$ cat config.mk
export PLATFORM = sky130hd
export DESIGN_NAME = lfpit_cell
export DESIGN_NICKNAME = d
export VERILOG_FILES = /design/src/lfpit_pkg.sv /design/src/lfpit_cell.sv
export SDC_FILE = /design/constraint.sdc
export NUM_CORES = 1
export LEC_CHECK = 0
export BUFFER_PORTS_ARGS = -buffer_cell sky130_fd_sc_hd__buf_4
export CAP_MARGIN = 20
export CORE_AREA = 2 2 147 149
export CTS_CLUSTER_DIAMETER = 40
export DETAILED_ROUTE_END_ITERATION = 12
export DIE_AREA = 0 0 149 151
export SKIP_LAST_GASP = 1
export SLEW_MARGIN = 20
export SYNTH_ARGS = -nofsm -noshare
export SYNTH_HDL_FRONTEND = slang
export SYNTH_SLANG_ARGS = --single-unit
$ cat constraint.sdc
create_clock -name clk -period 13.6 [get_ports clk]
set_input_delay 1.36 -clock clk [delete_from_list [all_inputs] [get_ports clk]]
set_output_delay 1.36 -clock clk [all_outputs]
set_load 0.02 [all_outputs]
$ cat src/lfpit_pkg.sv
package lfpit_pkg;

    localparam int TABLE_DEPTH_DEF = 32;
    localparam int ID_W            = 29;
    localparam int PAYLOAD_W       = 64;
    localparam int DROP_W          = 16;

    localparam logic [DROP_W-1:0] DROP_MAX = '1;

    typedef struct packed {
        logic [ID_W-1:0]      frame_id;
        logic [PAYLOAD_W-1:0] payload;
        logic                 flush;
    } frame_item_t;

    typedef struct packed {
        logic [ID_W-1:0]      entry_id;
        logic [PAYLOAD_W-1:0] entry_payload;
        logic                 is_ais;
        logic signed [7:0]    latitude;
        logic signed [7:0]    longitude;
        logic [31:0]          mmsi;
        logic [DROP_W-1:0]    dropped_count;
        logic                 last;
    } entry_item_t;

    // one table slot as seen by its neighbor
    typedef struct packed {
        logic                 valid;
        logic [ID_W-1:0]      id;
        logic [PAYLOAD_W-1:0] payload;
    } slot_t;

    // lookup token walking down the row
    typedef struct packed {
        logic                 valid;
        logic                 done;
        logic [ID_W-1:0]      id;
        logic [PAYLOAD_W-1:0] payload;
    } token_t;

    function automatic entry_item_t decode_slot(slot_t s, logic [DROP_W-1:0] drops,
                                                logic is_last);
        entry_item_t r;
        logic        ais;
        ais             = (s.id == '0);
        r.entry_id      = s.id;
        r.entry_payload = s.payload;
        r.is_ais        = ais;
        r.latitude      = ais ? signed'(s.payload[7:0]) : 8'sd0;
        r.longitude     = ais ? signed'(s.payload[15:8]) : 8'sd0;
        r.mmsi          = ais ? s.payload[47:16] : 32'd0;
        r.dropped_count = drops;
        r.last          = is_last;
        return r;
    endfunction

endpackage

$ cat src/lfpit_cell.sv
module lfpit_cell
    import lfpit_pkg::*;
(
    input  logic   clk,
    input  logic   rst_n,
    input  token_t tok_in,
    output token_t tok_out,
    input  logic   shift,
    input  slot_t  shift_in,
    output slot_t  slot
);

    logic                 valid_reg, valid_next;
    logic [ID_W-1:0]      id_reg, id_next;
    logic [PAYLOAD_W-1:0] payload_reg, payload_next;
    logic                 tok_valid_reg, tok_done_reg;
    logic [ID_W-1:0]      tok_id_reg;
    logic [PAYLOAD_W-1:0] tok_payload_reg;
    logic                 live, hit, claim;

    assign live  = tok_in.valid && !tok_in.done;
    assign hit   = live && valid_reg && (id_reg == tok_in.id);
    assign claim = live && !valid_reg;

    always_comb
    begin
        if (shift)
        begin
            valid_next   = shift_in.valid;
            id_next      = shift_in.id;
            payload_next = shift_in.payload;
        end
        else
        begin
            valid_next   = valid_reg | claim;
            id_next      = claim ? tok_in.id : id_reg;
            payload_next = (hit || claim) ? tok_in.payload : payload_reg;
        end
    end

    always_ff @(posedge clk or negedge rst_n)
    begin
        if (!rst_n)
        begin
            valid_reg     <= 1'b0;
            tok_valid_reg <= 1'b0;
        end
        else
        begin
            valid_reg     <= valid_next;
            tok_valid_reg <= tok_in.valid;
        end
    end

    always_ff @(posedge clk)
    begin
        id_reg          <= id_next;
        payload_reg     <= payload_next;
        tok_done_reg    <= tok_in.done | hit | claim;
        tok_id_reg      <= tok_in.id;
        tok_payload_reg <= tok_in.payload;
    end

    assign slot    = '{valid: valid_reg, id: id_reg, payload: payload_reg};
    assign tok_out = '{valid: tok_valid_reg, done: tok_done_reg, id: tok_id_reg,
                       payload: tok_payload_reg};

endmodule

==> Word level (Yosys, flattened, before mapping) <==
Cells that the tools add are included.
{ "op_classes": {"reduce_logical": 9, "n_mux": 5, "n_eq_ne": 1, "bitwise": 3} }
{ "ops": {"columns": ["cell", "count"], "rows": [
  ["64-bit 2-to-1 mux", 2],
  ["29-bit 2-to-1 mux", 2],
  ["29-bit == test", 1],
  ["1-bit logical AND", 4],
  ["2-bit nonzero test", 2],
  ["1-bit bitwise OR", 3],
  ["1-bit logical NOT", 2],
  ["1-bit logical OR", 1],
  ["1-bit 2-to-1 mux", 1]
]} }
{ "totals": {"inputBits": 192, "out_inout_bits": 189, "register_bits": 189} }

==> Logic depth before layout (Yosys ltp) <==
Gate-level depths: netlist (run 1).
{ "logic_depth": {"word_depth": 7, "ltp_mapped": 5, "ltp_nobuf": 4} }

==> Worst setup path before layout (run 1) <==
Ideal clock, no wire load.
{ "synth_path": {"kind": "input to register", "from": "in tok_in[92] in the netlist's numbering", "to": "reg payload_reg[0], enable pin", "required_time_ns": 13.101, "slack_ns": 8.180, "n_path_buf": 0, "arrival_ns": 4.921, "cell_stages": 4, "path_cell_list": "xor2_1 -> nor4_2 -> nand4_1 -> o21bai_1"} }
{ "synth_between": {"elab_chain_len": 4} }
{ "synth_rtl": {"columns": ["item", "line_no", "source"], "rows": [
  ["from (decl)", "lfpit_cell.sv:6", "input token_t tok_in,"],
  ["29-bit == test", "lfpit_cell.sv:22", "assign hit = live && valid_reg && (id_reg == tok_in.id);"],
  ["1-bit logical AND", "lfpit_cell.sv:22", null],
  ["1-bit logical OR", "lfpit_cell.sv:37", "payload_next = (hit || claim) ? tok_in.payload : payload_reg;"],
  ["2-bit nonzero test (no source line)", null, null],
  ["to (signal assigned)", "lfpit_cell.sv:58", "payload_reg <= payload_next;"],
  ["to (decl)", "lfpit_cell.sv:15", "logic [PAYLOAD_W-1:0] payload_reg, payload_next;"]
]} }
No other way between the ends.
A chain may end at the register's enable or synchronous reset.

==> Worst setup path in the final report (run 1) <==
{ "layout_path": {"from": "in shift", "to": "reg payload_reg[0], enable pin"} }
{ "layout_between": {"elab_chain_len": 1} }
{ "layout_rtl": {"columns": ["item", "line_no", "source"], "rows": [
  ["from (decl)", "lfpit_cell.sv:8", "input logic shift,"],
  ["2-bit nonzero test (no source line)", null, null]
]} }
No other way between the ends.

==> results of run 1 <==
==> placed cells by master (no fill, tap or decap), drive strengths merged <==
master,count
a21o,1
a21oi,2
buf,383
bufinv,1
clkbuf,18
clkinv,5
clkinvlp,1
dfrtp,2
dfxtp,94
edfxtp,93
inv,8
mux2,93
nand2b,1
nand4,2
nor2,1
nor4,7
o21ai,1
o21bai,2
xor2,29
==> layout make-up <==
type | instances | share of cell area
Inverter | 1 | 0.000375
Sequential cell | 189 | 0.472
Clock buffer | 18 | 0.0429
Timing Repair Buffer | 383 | 0.287
Tap cell | 275 | 0.0344
Multi-Input combinational cell | 139 | 0.148
Clock inverter | 14 | 0.0151
==> per-stage QoR <==
step	hold slack, ns	worst slack [ns]	cell area [sq um]
detailed placement	0.679	9.66	9430
CTS	0.687	10.12	10000
finish	0.689	10.15	10000
global route	0.686	9.99	10000
floorplan	0.568	8.18	6300
global placement	0.697	9.75	9430
==> where the power goes <==
group / total [W] / switching, W / internal (W)
sequential: 0.000656 / 0.0000142 / 0.000641
clock: 0.000489 / 0.000228 / 0.000260
combinational: 0.000211 / 0.000104 / 0.000107
total: 0.00135 / 0.000346 / 0.00101
==> worst max-delay path, cell delays in order <==
cell	delay (ns)
buf_4	0.54
o21bai_4	0.24
buf_4	0.38
o21bai_4	0.20
buf_4	0.64
==> cell families (layout without fill, tap and decap cells) <==
kind of cell,count (synthesis),in the layout,share of synthesized area
AOI/OAI and AO/OA,6,6,0.00596
xor gates and xnor gates,29,29,0.0403
buffers and inverters,15,416,0.0179
DFF,189,189,0.750
muxes,93,93,0.172
and+or+nand+nor,11,11,0.0135
==> metal layers <==
metal / vias to the layer above / track usage / routed length [um] / part of all wire
li1: 2028 / - / - / -
met1: 2057 / 0.159 / 6330 / 0.35
met2: 220 / 0.279 / 9730 / 0.54
met3: 15 / 0.0599 / 1670 / 0.093
met4: 0 / 0.0448 / 209 / 0.012
met5: - / 0 / 0 / 0
==> worst max path at each step <==
stage | startpoint | to | slack (ns)
after floorplan | tok_in[92] | payload_reg[0] | 8.18
after global placement | shift | payload_reg[38] | 9.75
after detailed placement | shift | payload_reg[34] | 9.66
after CTS | shift | payload_reg[42] | 10.12
after global routing | shift | payload_reg[1] | 9.99
final | shift | payload_reg[0] | 10.15
==> metrics.yaml, run 1 <==
routing:
  drc: 0
  drtIter0Drc: 100
  wl_um: 17900
  viasPerCell: 4.24
  first_pass_iters: 4
  wl_per_cell_um: 17.6
  vias: 4320
  ant_nets: 0
logic_synthesis:
  ys_seq_area_frac: 0.750
  syn_inst: 343
  synthesis.area_sq_um: 6300
  ys_seq_elements: 189
  synth.top_cell.area_share: 0.443
  synth_top_area_cell: "edfxtp_1"
  synth.avg_cell_area_sq_um: 18.4
  yosys-top-cells-count: "94 x dfxtp_1, 93 x edfxtp_1, 77 x mux2_2"
  yosysMostFrequentCell: "dfxtp_1"
  synth-edff-count: 93
  synth-async-reset-ratio: 0.0106
  syn_nets: 535
  synth_cell_types: 20
  synth_warnings: 0
  synthTopCellsByArea: "edfxtp_1 44%, dfxtp_1 30%, mux2_2 14%"
  synth_flop_cell: "dfxtp_1"
global_routing:
  first_global_vias: 4566
  grt_max_degree: 65
  grt_usage: 0.151
  grt_pass1_wl_um: 25600
  overflow: 0
  antenna_found_initial: 0
timing:
  period_needed_ns: 3.45
  period_share: 0.254
  finalHoldViolCount: 0
  finClkSkew_ns: 0.0198
  rsz0062_at_grt: "no"
  fmaxAchievable_mhz: 290
  tns_ns: 0
  worst_pin_slew_ns: 0.866
  setup_viol: 0
  slew_viol_final: 0
  relSlewSlack: 0.422
clock_tree:
  cts_tree: "done"
  cts.clk_slew.worst_paths_ns: 0.07
  cts_setup_buffers: 0
  cts_resized: 0
  cts_sinks: 189
  cts_buffers: 17
  insertion_delay_ns: 0.42
  cts_root_buf: "clkbuf_16"
  htreeDepth: 4
  clockBufferDepth: 2
  hold_buffers: 0
place:
  dp_cells: 987
  gp_congestion: 0.842
  port_buffers: 380
  hpwlAfterDp_um: 14100
worst_hold_path:
  hold_path.class: "flop to flop"
  worstHoldPathCells: 3
  hold-path-endpoint: "tok_done_reg"
  min_from: "valid_reg"
pwr:
  p_leak_nw: 4.43
  total_power_w: 0.00135
  powerDensity_nw_per_um2: 135
  vdd_drop_max_uv: 80.2
floorplanning:
  start_util: 0.302
  die_h_um: 151
  core-area_sq_um: 20800
  die_w_um: 149
  rows: 53
  die_area_sq_um: 22500
  num_io_pins: 381
critical_path:
  endpoint_kind: "flop"
  path_max_fanout: 64
  worstPathRequired_ns: 13.64
  r2r-start: "id_reg[8]"
  reg2reg_to: "payload_reg[0]"
  crit_type: "primary input to flop"
  rr_worst_depth: 5
  r2r_slack_ns: 11.01
  critPathLaunchType: "primary input"
  arrival_ns: 3.49
finish:
  fin_nets: 923
  areaGrowthSynthToFinish_pct: 59.0
  final_core_util: 0.481
  multi_input_area_sq_um: 1480
  n_antenna_cell: 0
  drive_gt1_frac: 0.680
  final-seq-area_sq_um: 4720
  instances_no_fill: 1019
  n_fill_cell: 1859
outcome:
  status: "finished clean"
flow_run:
  drv_cap: 0
No activity file was read; power rests on OpenSTA's default activity.
==> run 2, diff against run 1 <==
--- a/config.mk
+++ b/config.mk
@@ -7,10 +7,10 @@
 export LEC_CHECK = 0
 export BUFFER_PORTS_ARGS = -buffer_cell sky130_fd_sc_hd__buf_4
 export CAP_MARGIN = 20
-export CORE_AREA = 2 2 147 149
+export CORE_AREA = 2 2 148 150
 export CTS_CLUSTER_DIAMETER = 40
 export DETAILED_ROUTE_END_ITERATION = 12
-export DIE_AREA = 0 0 149 151
+export DIE_AREA = 0 0 150 152
 export SKIP_LAST_GASP = 1
 export SLEW_MARGIN = 20
 export SYNTH_ARGS = -nofsm -noshare
==> constraint.sdc (replaced) <==
create_clock -name clk -period 3.4 [get_ports clk]
set_input_delay 0.34 -clock clk [delete_from_list [all_inputs] [get_ports clk]]
set_output_delay 0.34 -clock clk [all_outputs]
set_load 0.02 [all_outputs]
==> metrics.yaml, run 2 (same netlist as run 1, synthesis figures left out) <==
global_routing:
  grt_usage: 0.155  # was 0.151
  antenna_found_initial: 0  # unchanged
  overflow: 0  # unchanged
  grt_max_degree: 52  # was 65
  first_global_vias: 4756  # was 4,566
  grt_pass1_wl_um: 26900  # was 25,600 um
finish:
  fin_nets: 944  # was 923
  instances_no_fill: 1044  # was 1,019
  layout_common_cells: "383 x buf_4, 94 x dfxtp_1, 93 x edfxtp_1, 77 x mux2_2, 29 x xor2_1"  # unchanged
  n_fill_cell: 1937  # was 1,859
  n_antenna_cell: 0  # unchanged
  areaGrowthSynthToFinish_pct: 62.0  # was 59.0%
  final_common_cell: "buf_4"  # unchanged
  drive_gt1_frac: 0.664  # was 0.680
  multi_input_area_sq_um: 1480  # about the same
  final-seq-area_sq_um: 4720  # unchanged
timing:
  relSlewSlack: 0.585  # was 0.422
  fmaxAchievable_mhz: 428
  finalWorstSetupSlack_ns: 1.06  # was 10.15 ns
  period_share: 0.687
  finClkSkew_ns: 0.0136  # was 0.0198 ns
  setup_viol: 0  # unchanged
  rsz0062_at_grt: "no"  # unchanged
  period_needed_ns: 2.34
  finalHoldViolCount: 0  # unchanged
  worst_pin_slew_ns: 0.622  # was 0.866 ns
  hold_slack_ns: 0.0251  # was 0.689 ns
  tns_ns: 0  # unchanged
  slew_viol_final: 0  # unchanged
clock_tree:
  htreeDepth: 4  # unchanged
  cts_buffers: 17  # unchanged
  cts_root_buf: "clkbuf_16"  # unchanged
  cts.clk_slew.worst_paths_ns: 0.07  # about the same
  insertion_delay_ns: 0.43  # was 0.42 ns
  cts_sinks: 189  # unchanged
  cts_setup_buffers: 0  # unchanged
  clockBufferDepth: 2  # unchanged
  cts_tree: "done"  # unchanged
flow_run:
  drv_cap: 0  # unchanged
critical_path:
  arrival_ns: 2.40  # was 3.49 ns
  crit_type: "flop to flop"  # was primary input to flop
  worstPathRequired_ns: 3.46  # was 13.64 ns
  critPathLaunchType: "flop"  # was primary input
  endpoint_kind: "flop"  # unchanged
  path_max_fanout: 43  # was 64
floorplanning:
  num_io_pins: 381  # unchanged
  die_w_um: 150  # was 149 um
  core-area_sq_um: 21400  # was 20,800 sq um
  die_h_um: 152  # was 151 um
  die_area_sq_um: 22800  # was 22,500 sq um
  start_util: 0.295  # was 0.302
  rows: 54  # was 53
pwr:
  seqPwrFrac: 0.488  # was 0.484
  power_frac_clock: 0.351  # was 0.361
  p_leak_nw: 4.51  # was 4.43 nW
  power.switching_w: 0.00141  # was 0.000346 W
  intPower_w: 0.00397  # was 0.00101 W
  netSwitchingFraction: 0.261  # was 0.256
  pwr-share-comb: 0.161  # was 0.156
  vdd_drop_max_uv: 291  # was 80.2 uV
  powerDensity_nw_per_um2: 527  # was 135 nW/um^2
outcome:
  status: "finished clean"  # unchanged
routing:
  wl_per_cell_um: 17.7  # was 17.6 um
  first_pass_iters: 4  # unchanged
  vias: 4412  # was 4,320
  viasPerCell: 4.23  # was 4.24
  ant_nets: 0  # unchanged
  drc: 0  # unchanged
  wl_um: 18500  # was 17,900 um
  drtIter0Drc: 137  # was 100
place:
  gp_congestion: 0.793  # was 0.842
  port_buffers: 380  # unchanged
  post-place-ws_ns: 0.893  # was 9.66 ns
  dp_cells: 993  # was 987
  hpwlAfterDp_um: 14100  # about the same
worst_hold_path:
  hold_path.class: "primary input to flop"  # was flop to flop
==> run 2: cell types whose count changed in the layout (fill, tap and decap cells not counted) <==
cell,change
clkinv_4,-1
o21bai_4,-1
inv_6,+1
bufinv_16,-1
dlygate4sd3_1,+20
clkbuf_1,-1
o21bai_2,+1
buf_12,+1
clkinv_2,+1
==> run 2: worst max-delay path, stage by stage, from the launching register on <==
cell and delay [ns]:
edfxtp_1 0.42, xor2_1 0.16, nor4_1 0.39, nand4_1 0.28, o21bai_4 0.19, buf_4 0.49
==> run 2: per-layer routing <==
layer	routed length, um	vias up	GRT usage
li1	-	2071	-
met1	6800	2104	0.167
met2	9800	214	0.287
met3	1570	23	0.0498
met4	290	0	0.0481
met5	0	-	0
==> run 2: power by group through the flow <==
| stage | Sequential (W) | Combinational, W | Clock, W |
|---|---|---|---|
| 3_5_place_dp | 0.00268 | 0.000858 | 0 |
| 5_1_grt | 0.00264 | 0.000916 | 0.00204 |
| 4_1_cts | 0.00262 | 0.000877 | 0.00196 |
| 2_1_floorplan | 0.00286 | 0.000186 | 0 |
| 6_report | 0.00262 | 0.000866 | 0.00189 |
| 3_3_place_gp | 0.00267 | 0.000850 | 0 |
==> run 2: path summary, 6_finish.rpt <==
kind                            slack [ns]        from  cells after the start                   to
worst max-delay path                  1.06  id_reg[12]                      5       payload_reg[0]
worst min-delay path                  0.03  tok_in[21]                      1  tok_payload_reg[21]
worst max register to register        1.06  id_reg[12]                      5       payload_reg[0]
worst min register to register        0.66   valid_reg                      3         tok_done_reg
max in group asynchronous             3.06       rst_n                      2        tok_valid_reg
min in group asynchronous             0.25       rst_n                      2            valid_reg
==> run 2: layout make-up <==
class	instances	share of cell area
Clock buffer	17	0.0417
Multi-Input combinational cell	139	0.145
Timing Repair Buffer	404	0.303
Tap cell	280	0.0343
Clock inverter	14	0.0124
Sequential cell	189	0.463
Inverter	1	0.000368
==> run 2: per-stage QoR <==
| stage | total power [W] | area [sq um] | util |
|---|---|---|---|
| 3_5_place_dp | 0.00353 | 9450 | 0.443 |
| 3_3_place_gp | 0.00352 | 9450 | 0.443 |
| 6_report | 0.00538 | 10200 | 0.478 |
| 2_1_floorplan | 0.00305 | 6310 | - |
| 5_1_grt | 0.00560 | 10200 | 0.478 |
| 4_1_cts | 0.00546 | 10200 | 0.477 |
==> run 2: timing repair <==
action,4_1_cts,5_1_grt
endpoints found under the hold margin,19,2
hold buffers,18,2
gates resized for setup,0,0
